**src/rtl/fwrs_pkg.sv**
```systemverilog
// types and constants shared by the queue with discard stack block
`timescale 1ns / 1ps

package fwrs_pkg;

  localparam int VALUE_W = 32;
  localparam int COUNT_W = 5;
  localparam int STAT_W  = 3;

  typedef enum logic [2:0] {
    ST_IDLE = 3'b001,
    ST_EXEC = 3'b010,
    ST_OUT  = 3'b100
  } state_t;

  typedef enum logic {
    ACT_ENQUEUE = 1'b0,
    ACT_DEQUEUE = 1'b1
  } act_t;

  typedef enum logic [2:0] {
    OP_ENQ      = 3'd0,
    OP_DROP     = 3'd1,
    OP_DEQ_PUSH = 3'd2,
    OP_DEQ_LOSE = 3'd3,
    OP_RECYCLE  = 3'd4,
    OP_UNDER    = 3'd5
  } op_t;

  typedef enum logic [STAT_W-1:0] {
    STAT_OK           = 3'd0,
    STAT_QUEUE_FULL   = 3'd1,
    STAT_UNDERFLOW    = 3'd2,
    STAT_DISCARD_FULL = 3'd3,
    STAT_RECYCLED     = 3'd4
  } stat_t;

  typedef struct packed {
    logic capture;
    logic execute;
    op_t  op;
  } dp_cmd_t;

  typedef struct packed {
    logic q_empty;
    logic q_full;
    logic s_empty;
    logic s_full;
  } dp_stat_t;

endpackage

```
**src/rtl/fwrs_ctrl.sv**
```systemverilog
// controller: handshake sequencing and operation decode
`timescale 1ns / 1ps

module fwrs_ctrl (
  input  logic               clk,
  input  logic               rst_n,
  input  logic               in_tvalid,
  input  logic               in_action,
  output logic               in_tready,
  output logic               out_tvalid,
  input  logic               out_tready,
  input  fwrs_pkg::dp_stat_t stat,
  output fwrs_pkg::dp_cmd_t  cmd
);

  fwrs_pkg::state_t state_r, state_nxt;
  fwrs_pkg::act_t   action_r, action_nxt;
  fwrs_pkg::op_t    op;
  logic             in_acc;

  assign in_tready  = (state_r == fwrs_pkg::ST_IDLE);
  assign out_tvalid = (state_r == fwrs_pkg::ST_OUT);
  assign in_acc     = in_tvalid & in_tready;

  always_comb begin
    state_nxt  = state_r;
    action_nxt = action_r;
    case (state_r)
      fwrs_pkg::ST_IDLE: begin
        if (in_acc) begin
          action_nxt = fwrs_pkg::act_t'(in_action);
          state_nxt  = fwrs_pkg::ST_EXEC;
        end
      end
      fwrs_pkg::ST_EXEC: begin
        state_nxt = fwrs_pkg::ST_OUT;
      end
      fwrs_pkg::ST_OUT: begin
        if (out_tready) begin
          state_nxt = fwrs_pkg::ST_IDLE;
        end
      end
      default: begin
        state_nxt = fwrs_pkg::ST_IDLE;
      end
    endcase
  end

  // pick the operation from the latched action and the occupancy flags
  always_comb begin
    case (action_r)
      fwrs_pkg::ACT_ENQUEUE: begin
        op = stat.q_full ? fwrs_pkg::OP_DROP : fwrs_pkg::OP_ENQ;
      end
      fwrs_pkg::ACT_DEQUEUE: begin
        if (!stat.q_empty) begin
          op = stat.s_full ? fwrs_pkg::OP_DEQ_LOSE : fwrs_pkg::OP_DEQ_PUSH;
        end else if (!stat.s_empty) begin
          op = fwrs_pkg::OP_RECYCLE;
        end else begin
          op = fwrs_pkg::OP_UNDER;
        end
      end
      default: begin
        op = fwrs_pkg::OP_UNDER;
      end
    endcase
  end

  assign cmd.capture = in_acc;
  assign cmd.execute = (state_r == fwrs_pkg::ST_EXEC);
  assign cmd.op      = op;

  always_ff @(posedge clk) begin
    if (!rst_n) begin
      state_r <= fwrs_pkg::ST_IDLE;
    end else begin
      state_r <= state_nxt;
    end
  end

  always_ff @(posedge clk) begin
    action_r <= action_nxt;
  end

endmodule

```
**src/rtl/fwrs_dp.sv**
```systemverilog
// datapath: queue ring buffer, discard stack, pointers, counts and result register
`timescale 1ns / 1ps

module fwrs_dp #(
  parameter int QUEUE_DEPTH = 16,
  parameter int STACK_DEPTH = 16
) (
  input  logic                                clk,
  input  logic                                rst_n,
  input  fwrs_pkg::dp_cmd_t                   cmd,
  output fwrs_pkg::dp_stat_t                  stat,
  input  logic [fwrs_pkg::VALUE_W-1:0]        in_value,
  output logic [fwrs_pkg::STAT_W-1:0]         out_status,
  output logic [fwrs_pkg::VALUE_W-1:0]        out_value,
  output logic [fwrs_pkg::COUNT_W-1:0]        out_qcount,
  output logic [fwrs_pkg::COUNT_W-1:0]        out_scount
);

  localparam int QIDX_W = (QUEUE_DEPTH > 1) ? $clog2(QUEUE_DEPTH) : 1;
  localparam int SIDX_W = (STACK_DEPTH > 1) ? $clog2(STACK_DEPTH) : 1;
  localparam int QCNT_W = $clog2(QUEUE_DEPTH + 1);
  localparam int SCNT_W = $clog2(STACK_DEPTH + 1);

  logic [fwrs_pkg::VALUE_W-1:0] q_mem [QUEUE_DEPTH];
  logic [fwrs_pkg::VALUE_W-1:0] s_mem [STACK_DEPTH];

  logic [QIDX_W-1:0]            head_r, head_nxt, tail_r, tail_nxt;
  logic [QCNT_W-1:0]            qfill_r, qfill_nxt;
  logic [SCNT_W-1:0]            sfill_r, sfill_nxt;
  logic [fwrs_pkg::VALUE_W-1:0] value_r, q_rd_r, s_rd_r;
  logic [fwrs_pkg::VALUE_W-1:0] res_value_nxt, res_value_r;
  fwrs_pkg::stat_t              res_stat_nxt, res_stat_r;
  logic [SCNT_W-1:0]            s_top;
  logic [QIDX_W-1:0]            head_inc, tail_inc;
  logic                         q_we, s_we;
  logic [fwrs_pkg::VALUE_W-1:0] q_wdata;

  assign s_top    = sfill_r - SCNT_W'(1);
  assign head_inc = (head_r == QIDX_W'(QUEUE_DEPTH - 1)) ? '0 : head_r + QIDX_W'(1);
  assign tail_inc = (tail_r == QIDX_W'(QUEUE_DEPTH - 1)) ? '0 : tail_r + QIDX_W'(1);

  assign stat.q_empty = (qfill_r == '0);
  assign stat.q_full  = (qfill_r == QCNT_W'(QUEUE_DEPTH));
  assign stat.s_empty = (sfill_r == '0);
  assign stat.s_full  = (sfill_r == SCNT_W'(STACK_DEPTH));

  always_comb begin
    head_nxt      = head_r;
    tail_nxt      = tail_r;
    qfill_nxt     = qfill_r;
    sfill_nxt     = sfill_r;
    q_we          = 1'b0;
    s_we          = 1'b0;
    q_wdata       = value_r;
    res_value_nxt = res_value_r;
    res_stat_nxt  = res_stat_r;
    if (cmd.execute) begin
      case (cmd.op)
        fwrs_pkg::OP_ENQ: begin
          q_we          = 1'b1;
          tail_nxt      = tail_inc;
          qfill_nxt     = qfill_r + QCNT_W'(1);
          res_value_nxt = value_r;
          res_stat_nxt  = fwrs_pkg::STAT_OK;
        end
        fwrs_pkg::OP_DROP: begin
          res_value_nxt = value_r;
          res_stat_nxt  = fwrs_pkg::STAT_QUEUE_FULL;
        end
        fwrs_pkg::OP_DEQ_PUSH: begin
          s_we          = 1'b1;
          head_nxt      = head_inc;
          qfill_nxt     = qfill_r - QCNT_W'(1);
          sfill_nxt     = sfill_r + SCNT_W'(1);
          res_value_nxt = q_rd_r;
          res_stat_nxt  = fwrs_pkg::STAT_OK;
        end
        fwrs_pkg::OP_DEQ_LOSE: begin
          head_nxt      = head_inc;
          qfill_nxt     = qfill_r - QCNT_W'(1);
          res_value_nxt = q_rd_r;
          res_stat_nxt  = fwrs_pkg::STAT_DISCARD_FULL;
        end
        fwrs_pkg::OP_RECYCLE: begin
          q_we          = 1'b1;
          q_wdata       = s_rd_r;
          tail_nxt      = tail_inc;
          qfill_nxt     = qfill_r + QCNT_W'(1);
          sfill_nxt     = s_top;
          res_value_nxt = s_rd_r;
          res_stat_nxt  = fwrs_pkg::STAT_RECYCLED;
        end
        default: begin
          res_value_nxt = '0;
          res_stat_nxt  = fwrs_pkg::STAT_UNDERFLOW;
        end
      endcase
    end
  end

  // read ports run every cycle; pointers hold steady from accept to execute
  always_ff @(posedge clk) begin
    if (q_we) begin
      q_mem[tail_r] <= q_wdata;
    end
    q_rd_r <= q_mem[head_r];
  end

  always_ff @(posedge clk) begin
    if (s_we) begin
      s_mem[sfill_r[SIDX_W-1:0]] <= q_rd_r;
    end
    s_rd_r <= s_mem[s_top[SIDX_W-1:0]];
  end

  always_ff @(posedge clk) begin
    if (!rst_n) begin
      head_r  <= '0;
      tail_r  <= '0;
      qfill_r <= '0;
      sfill_r <= '0;
    end else begin
      head_r  <= head_nxt;
      tail_r  <= tail_nxt;
      qfill_r <= qfill_nxt;
      sfill_r <= sfill_nxt;
    end
  end

  always_ff @(posedge clk) begin
    if (cmd.capture) begin
      value_r <= in_value;
    end
    res_value_r <= res_value_nxt;
    res_stat_r  <= res_stat_nxt;
  end

  assign out_status = res_stat_r;
  assign out_value  = res_value_r;
  assign out_qcount = fwrs_pkg::COUNT_W'(qfill_r);
  assign out_scount = fwrs_pkg::COUNT_W'(sfill_r);

endmodule

```
**src/rtl/fifo_with_recycle_stack_top.sv**
```systemverilog
// top level of the fifo queue with discard stack
// result: an accepted item passes through the EXEC state and is presented in the OUT state
// one item at a time: the next item is accepted only after the result is taken, so output stalls hold it off
// the EXEC state comes from the registered store read ahead of the update
// reset: clears pointers, counts and control state; store contents are kept
`timescale 1ns / 1ps

module fifo_with_recycle_stack_top #(
  parameter int QUEUE_DEPTH = 16,
  parameter int STACK_DEPTH = 16
) (
  input  logic        clk,
  input  logic        rst_n,
  input  logic        in_tvalid,
  output logic        in_tready,
  input  logic [31:0] in_tdata,   // value[31:0]
  input  logic [0:0]  in_tuser,   // action[0]
  output logic        out_tvalid,
  input  logic        out_tready,
  output logic [47:0] out_tdata,  // out_value[31:0], queue_count[36:32], stack_count[41:37], zero
  output logic [2:0]  out_tuser   // status[2:0]
);

  fwrs_pkg::dp_cmd_t              cmd;
  fwrs_pkg::dp_stat_t             stat;
  logic [fwrs_pkg::STAT_W-1:0]    res_status;
  logic [fwrs_pkg::VALUE_W-1:0]   res_value;
  logic [fwrs_pkg::COUNT_W-1:0]   res_qcount, res_scount;

  fwrs_ctrl u_ctrl (
    .clk        (clk),
    .rst_n      (rst_n),
    .in_tvalid  (in_tvalid),
    .in_action  (in_tuser[0]),
    .in_tready  (in_tready),
    .out_tvalid (out_tvalid),
    .out_tready (out_tready),
    .stat       (stat),
    .cmd        (cmd)
  );

  fwrs_dp #(
    .QUEUE_DEPTH (QUEUE_DEPTH),
    .STACK_DEPTH (STACK_DEPTH)
  ) u_dp (
    .clk        (clk),
    .rst_n      (rst_n),
    .cmd        (cmd),
    .stat       (stat),
    .in_value   (in_tdata),
    .out_status (res_status),
    .out_value  (res_value),
    .out_qcount (res_qcount),
    .out_scount (res_scount)
  );

  assign out_tdata = {6'd0, res_scount, res_qcount, res_value};
  assign out_tuser = res_status;

endmodule

```
**config.mk**
```make
export PLATFORM = sky130hd
export DESIGN_NAME = fifo_with_recycle_stack_top
export DESIGN_NICKNAME = d
export VERILOG_FILES = /design/src/rtl/fwrs_pkg.sv /design/src/rtl/fwrs_ctrl.sv /design/src/rtl/fwrs_dp.sv /design/src/rtl/fifo_with_recycle_stack_top.sv
export SDC_FILE = /design/constraint.sdc
export NUM_CORES = 1
export LEC_CHECK = 0
export ABC_AREA = 1
export BUFFER_PORTS_ARGS = -buffer_cell sky130_fd_sc_hd__buf_4
export CAP_MARGIN = 20
export CORE_ASPECT_RATIO = 1.1
export CORE_MARGIN = 2
export CORE_UTILIZATION = 35
export CTS_CLUSTER_SIZE = 8
export DETAILED_ROUTE_END_ITERATION = 10
export SYNTH_ARGS = -nofsm -noshare
export SYNTH_HDL_FRONTEND = slang
export SYNTH_SLANG_ARGS = --single-unit
```
**constraint.sdc**
```tcl
create_clock -name clk -period 7.05 [get_ports clk]
set_input_delay 0.705 -clock clk [delete_from_list [all_inputs] [get_ports clk]]
set_output_delay 0.705 -clock clk [all_outputs]
set_load 0.005 [all_outputs]
```
Word-level counts from Yosys, hierarchy flattened
Memory sizes are Yosys's and may differ from the RTL's. A register that Yosys moved wholly into a read port is not among the register bits.
Cells that the tools add are included.
- output and inout bits: 53
- memories kept: 2
- logic and storage cells: 71
- memory bits (writable): 1024
- bits of input ports: 37
- bits in registers: 89
- memories (name ; depth ; width ; read ports ; clocked after Yosys merged registers in ; write ports ; RTL line ; text):
    u_dp.q_mem ; 16 ; 32 ; 1 ; 1 ; 1 ; fwrs_dp.sv:24 ; logic [fwrs_pkg::VALUE_W-1:0] q_mem [QUEUE_DEPTH];
    u_dp.s_mem ; 16 ; 32 ; 1 ; 1 ; 1 ; fwrs_dp.sv:25 ; logic [fwrs_pkg::VALUE_W-1:0] s_mem [STACK_DEPTH];
- reductions and logical operators: 15
- equality and inequality tests: 13
- muxes and demuxes: 24
- bitwise gates (word level): 2
- add/sub/neg operators: 6
- operators with widths (kind ; count):
    $pmux 32 s3 ; 1
    $mux 32 ; 2
    $pmux 5 s2 ; 2
    $pmux 3 s4 ; 1
    $reduce_and 2->1 ; 6
    $mux 1 ; 11
    $add 5x1->5 const B ; 2
    $eq 5x5->1 const B ; 2
    $logic_not 5->1 ; 2
    $sub 5x1->5 const B ; 2
    $eq 3x2->1 const B ; 3
    $mux 3 ; 3
    $pmux 3 s3 ; 1
    $add 4x1->4 const B ; 2
    $eq 4x4->1 const B ; 2
    $mux 4 ; 2
    $reduce_or 2->1 ; 4
    $eq 3x1->1 const B ; 2
    $eq 3x3->1 const B ; 2
    $pmux 3 s2 ; 1
    $reduce_bool 2->1 ; 2
    $logic_not 3->1 ; 1
    $ne 2x1->1 const B ; 1
    $ne 2x2->1 const B ; 1
    other kinds (2) ; 2

Longest topological paths before layout
- depth after elaboration: 10
- mapped depth: 20
- depth with buffers taken out: 16

Hierarchy
A second synthesis with hierarchy kept.
- cell total of the unflattened synthesis: 3493
- area total of the unflattened synthesis: 45742.6 µm²
- modules (own cells, without submodules) (module ; instances ; area each (µm²) ; seq. area each (µm²) ; cells each):
    fwrs_dp ; 1 ; 45454.8 ; 34403.0 ; 3451
    fwrs_ctrl ; 1 ; 239.0 ; 90.1 ; 35
    fifo_with_recycle_stack_top ; 1 ; 48.8 ; 0.0 ; 7

Least setup slack after synthesis
No wires, ideal clock.
- path kind: reg2reg
- from: register u_ctrl.state_r[0]
- to: memory u_dp.s_mem[10][0] (netlist name), enable pin
- clock period less this slack: 4.384 ns
- setup slack: 2.666 ns
- data arrival time: 3.963 ns
- buffers on the path: 0
- setup time: 0.421 ns
- required time: 6.629 ns
- stages on the path, launching flop included: 8
- cell sequence: dfxtp_1 > nor3_2 > inv_2 > nor2_4 > nand2_2 > inv_2 > nand2_2 > nor2_1
- word-level cells in the longest chain between the ends: 4
- ends and longest elaborated chain (what ; RTL line ; text):
    from (decl) ; fwrs_ctrl.sv:16 ; fwrs_pkg::state_t state_r, state_nxt;
    from (signal assigned) ; fwrs_ctrl.sv:76 ; state_r <= fwrs_pkg::ST_IDLE;
    from (signal assigned) ; fwrs_ctrl.sv:78 ; state_r <= state_nxt;
    $eq 3x2->1 ; fwrs_ctrl.sv:71 ; assign cmd.execute = (state_r == fwrs_pkg::ST_EXEC);
    $mux 1 ; fwrs_dp.sv:57 ; if (cmd.execute) begin
    $mux 1 ; fwrs_dp.sv:110 ; if (s_we) begin
    $mux 1 (not written as such) ; fwrs_dp.sv:111 ; s_mem[sfill_r[SIDX_W-1:0]] <= q_rd_r;
    to (decl) ; fwrs_dp.sv:25 ;
No other way between the ends.

Final worst setup path
- from: register u_dp.sfill_r[0] (netlist: u_dp.out_scount[0])
- to: memory u_dp.q_mem[14][21] (netlist name), enable pin
- word-level cells in the longest chain between the ends: 10
- elaborated cells on any way between the ends: 13
- classes of those cells: eq/ne: 2; mux: 8; reduce/logical: 3
- ends and longest elaborated chain (what ; RTL line ; text):
    from (decl) ; fwrs_dp.sv:29 ; logic [SCNT_W-1:0] sfill_r, sfill_nxt;
    from (signal assigned) ; fwrs_dp.sv:126 ; sfill_r <= sfill_nxt;
    $eq 5x5->1 / $logic_not 5->1 (equally long branches) ; fwrs_dp.sv:45, fwrs_dp.sv:44 ;
    $mux 1, on equally long branches ; fwrs_ctrl.sv:57, fwrs_ctrl.sv:58 ;
    $mux 3 * ; fwrs_ctrl.sv:56 ; if (!stat.q_empty) begin
    $pmux 3 s2 * ; fwrs_ctrl.sv:51 ; case (action_r)
    $eq 3x3->1 / $logic_not 3->1 (equally long branches) ; fwrs_dp.sv:58 ; case (cmd.op)
    $reduce_or 2->1 (no source line) * ; n/a ;
    $mux 1 * ; fwrs_dp.sv:58 ;
    $mux 1 * ; fwrs_dp.sv:57 ;
    $mux 1 * ; fwrs_dp.sv:103 ; if (q_we) begin
    $mux 1 (not written as such) * ; fwrs_dp.sv:104 ; q_mem[tail_r] <= q_wdata;
    to (decl) ; fwrs_dp.sv:24 ;
Mark *: on every way between the ends. The rest lies on a longest branch, timed or not.

==> results.txt <==
----------------------------------------------------
[Logic synthesis]
  Fraction of synthesized cell area taken by the top area cell type ... 0.7176
  Cells after synthesis ... about 3200
  Share of the yosys chip area belonging to registers ... 0.7548
  Most frequent cell after synthesis ... sky130_fd_sc_hd__edfxtp_1
  Yosys warns ... 0
  Post-synth cell types ... between 40 and 50
  Cell Area, Synth ... around 46000 um2
  Dominant synthesized flop cell ... sky130_fd_sc_hd__edfxtp_1
  Dominant cell type by area after synthesis ... sky130_fd_sc_hd__edfxtp_1
  Ranking of synthesized cells by area ... sky130_fd_sc_hd__edfxtp_1 72%, sky130_fd_sc_hd__mux2i_1 3.9%, sky130_fd_sc_hd__nor2_1 3.8%
  Post-synth top cells ... 1092 x sky130_fd_sc_hd__edfxtp_1, 464 x sky130_fd_sc_hd__nor2_1, 336 x sky130_fd_sc_hd__o21ai_0, 199 x sky130_fd_sc_hd__nand2_1, 179 x sky130_fd_sc_hd__mux2i_1
  Flop and latch count out of synthesis ... between 1000 and 1500
  Number of enable-type register cells in the synthesized netlist ... between 1000 and 1500
  Share of async-settable or async-resettable flops after synthesis ... 0
  Syn avg cell area ... roughly 14 um2

[Placement]
  Total of buffers placed on input and output ports ... 83
  Post-place instance area ... a little under 50000 um2
  Global placement routability congestion ... approximately 0.8
  Placed wire-length estimate ... around 71000 um
  Worst setup timing slack at the placement stage ... around 2.9 ns

[Route]
  First DRT Iteration DRCs ... ~3000
  Post-route DRC violation count ... 0
  Vias per std cell ... 5.368
  Initial DRT Pass Iterations ... 5
  Routed Antenna Nets ... 0
  Via count of the routed design ... around 27000
  Detail-routed net length per standard cell ... around 24 um
  Total detailed-routing wirelength ... about 120000 um

[Floorplan]
  Starting density of the core ... 0.3513
  DIE AREA ... 133500 um2
  Die H ... 383.0 um
  Standard-cell rows ... around 140
  Standard cell core area ... 130100 um2
  Die Span X ... between 300 and 400 um
  Io pins ... 90

[Worst setup path]
  Slowest stage cell on the critical path ... sky130_fd_sc_hd__dfxtp_4
  Largest fanout on the critical path ... around 80
  Top cell family by delay on the critical path ... simple AND/OR/NAND/NOR gates
  Critical path buffers and inverters ... 2
  Critical path cell sequence ... inv_6 > ha_4 > nand2_2 > nor2_2 > nand2_2 > nand3_4 > nor2_4 > nand2_1 > nor2_4 > buf_4
  Worst path max stage delay ... about 1.0 ns
  Endpoint arrival time on the critical path ... 4.56 ns
  Type of the worst setup path ... reg2reg
  Sort of element at the start of the critical path ... flip-flop
  Data required time at the worst endpoint ... between 7 and 8 ns
  Endpoint kind of the worst setup timing path ... flip-flop

[Hold path]
  Type of the most critical hold path ... in2reg

[Power]
  Switching fraction of total power ... 0.2101
  Power per Cell Area ... 288.5 nW/um2
  Maximum ir drop on the vdd rail ... 192.9 uV
  NetSw ... between 3000 and 4000 uW
  Portion of total power attributed to sequential cells ... 0.504
  Clock group share of total power ... 0.478
  Cell internal pwr ... 12120 uW
  Static leakage ... roughly 0.017 uW
  Combinational fraction of design power ... 0.019

[Timing]
  Period minus WS final ... between 4 and 5 ns
  Worst Tran Pin Value ... around 1.1 ns
  Count of final max-slew check failures ... 0
  Max Fclk ... 240.2 MHz
  TNS Setup ... 0 ns
  Unrepaired setup endpoints after global routing ... false
  Worst Slack Setup Final ... 2.886 ns
  Headroom to the max-slew limit ... 0.2683
  Count of endpoints failing hold in the final timing report ... 0
  Minimum hold slack ... around 0.12 ns
  Largest clock skew in the final design ... approximately 0.026 ns
  Final setup violation count ... 0
  Final worst-path cycle share ... 0.5906

[Cells and area]
  Fraction of layout instances using a drive strength above 1 ... 0.1187
  Area overhead of the layout relative to synthesis ... 16.33%
  Area of all placed cells without fillers ... 53160 um2
  Antenna fix cells ... 0
  Number of nets at the end of the flow ... approximately 3300

[CTS]
  Clock Sinks ... 1177
  Total number of H-tree levels ... 4
  Cts hold-fix bufs ... 0
  Maximum count of clock buffers along a single path ... 3
  TritonCTS clock tree ... built
  Clock transition time at the flip-flop clock pins of the worst setup and hold paths ... 0.05 ns
  Library cell used as clock root buffer ... sky130_fd_sc_hd__clkbuf_16
  Number of CTS-inserted buffers ... about 170
  Clock insertion delay at the later pin of the skew report ... ~0.75 ns
  CTS resizes ... 0
  Total setup buffers inserted after CTS ... 0

[Outcome]
  Status ... complete, no violations

[GRT]
  Wire length of the first global-routing pass ... approximately 180000 um
  Vias in the first global route ... approximately 26000
  Global-route usage over all layers ... 0.1787
  Largest net degree at the start of global routing ... between 100 and 150
  Leftover overflow at the end of global routing ... 0
  Initial antenna violation count ... 1

[Run]
  Max-capacitance violation count ... 0

----------------------------------------------------
## path summary, 6_finish.rpt
kind / from / end / slack, ns / depth (start not counted)
min reg2reg: u_dp.tail_r[2] / u_dp.tail_r[2] / 0.51 / 2
min: in_tdata[15] / u_dp.value_r[15] / 0.12 / 1
max: u_dp.out_scount[0] / u_dp.q_mem[14][21] / 2.89 / 10
max reg2reg: u_dp.out_scount[0] / u_dp.q_mem[14][21] / 2.89 / 10
## cell families (layout without fill, tap and decap cells)
family	after synthesis	in the layout	synth area share
buffers and inverters	317	516	0.03165
AO/OA/AOI/OAI	689	689	0.09843
multiplexers	179	179	0.03921
adder cells (fa/ha/maj)	14	14	0.003998
XOR/XNOR	7	7	0.001506
other	1	6	0.00008206
AND/OR/NAND/NOR	789	789	0.07031
flip-flops	1177	1177	0.7548
## area by class of cell
| type | count | area, um2 |
|---|---|---|
| clock buffers | 260 | 4496 |
| multi-input cells | 1684 | 10050 |
| flip-flops and latches | 1177 | 34510 |
| fillers | 11810 | 76930 |
| inverters | 102 | 390.4 |
| clock inverters | 16 | 321.6 |
| well taps | 1692 | 2117 |
| repair buffers | 138 | 1271 |
## routing by layer
metal / global-route usage / routed length [um] / up-vias
met1: 0.2530 / 52970 / 13800
li1: - / - / 12190
met2: 0.2820 / 57010 / 1067
met3: 0.03490 / 8907 / 154
met5: 0 / 18 / -
met4: 0.04646 / 2096 / 2
## layout by cell type, fill, tap and decap left out, types with 4 or more instances in the layout
cell and instances:
sky130_fd_sc_hd__a21oi_1 16, sky130_fd_sc_hd__buf_12 14, sky130_fd_sc_hd__buf_4 121, sky130_fd_sc_hd__clkbuf_1 94, sky130_fd_sc_hd__clkbuf_16 165, sky130_fd_sc_hd__clkinv_16 5, sky130_fd_sc_hd__conb_1 6, sky130_fd_sc_hd__dfxtp_1 80
sky130_fd_sc_hd__dfxtp_4 4, sky130_fd_sc_hd__edfxtp_1 1092, sky130_fd_sc_hd__ha_1 12, sky130_fd_sc_hd__inv_1 86, sky130_fd_sc_hd__inv_16 5, sky130_fd_sc_hd__inv_2 13, sky130_fd_sc_hd__mux2i_1 179, sky130_fd_sc_hd__nand2_1 199
sky130_fd_sc_hd__nand2_2 11, sky130_fd_sc_hd__nand3_1 58, sky130_fd_sc_hd__nor2_1 432, sky130_fd_sc_hd__nor2_4 37, sky130_fd_sc_hd__nor3_1 40, sky130_fd_sc_hd__o211ai_1 71, sky130_fd_sc_hd__o21ai_0 336, sky130_fd_sc_hd__o21ai_1 6
sky130_fd_sc_hd__o221ai_1 174, sky130_fd_sc_hd__o22ai_1 39, sky130_fd_sc_hd__o32ai_1 43, sky130_fd_sc_hd__xor2_1 4
## registers in the layout, indices dropped and copies added (netlist names)
name	cells
u_ctrl.action_r	1
u_ctrl.state_r	3
u_dp.head_r	4
u_dp.out_qcount	5
u_dp.out_scount	5
u_dp.out_status	3
u_dp.out_value	32
u_dp.q_mem	512
u_dp.q_rd_r	32
u_dp.s_mem	512
u_dp.s_rd_r	32
u_dp.tail_r	4
u_dp.value_r	32
## power by group through the flow
stage / Combinational, uW / Sequential (uW) / Clock [uW]
2_1_floorplan: 154 / 7820 / 0
3_3_place_gp: 284 / 7850 / 0
3_5_place_dp: 287 / 7850 / 0
4_1_cts: 286 / 7720 / 7450
5_1_grt: 312 / 7720 / 7750
6_report: 285 / 7720 / 7330
## metrics by stage
stage / cells / power (uW) / util
floorplan: 3178 / 7978 / -
global placement: 4778 / 8138 / 0.3691
detailed placement: 4792 / 8141 / 0.3715
CTS: 5068 / 15450 / 0.4085
global route: 5069 / 15780 / 0.4086
finish: 5069 / 15340 / 0.4086
Note: power is estimated with default switching activity, not from simulation.
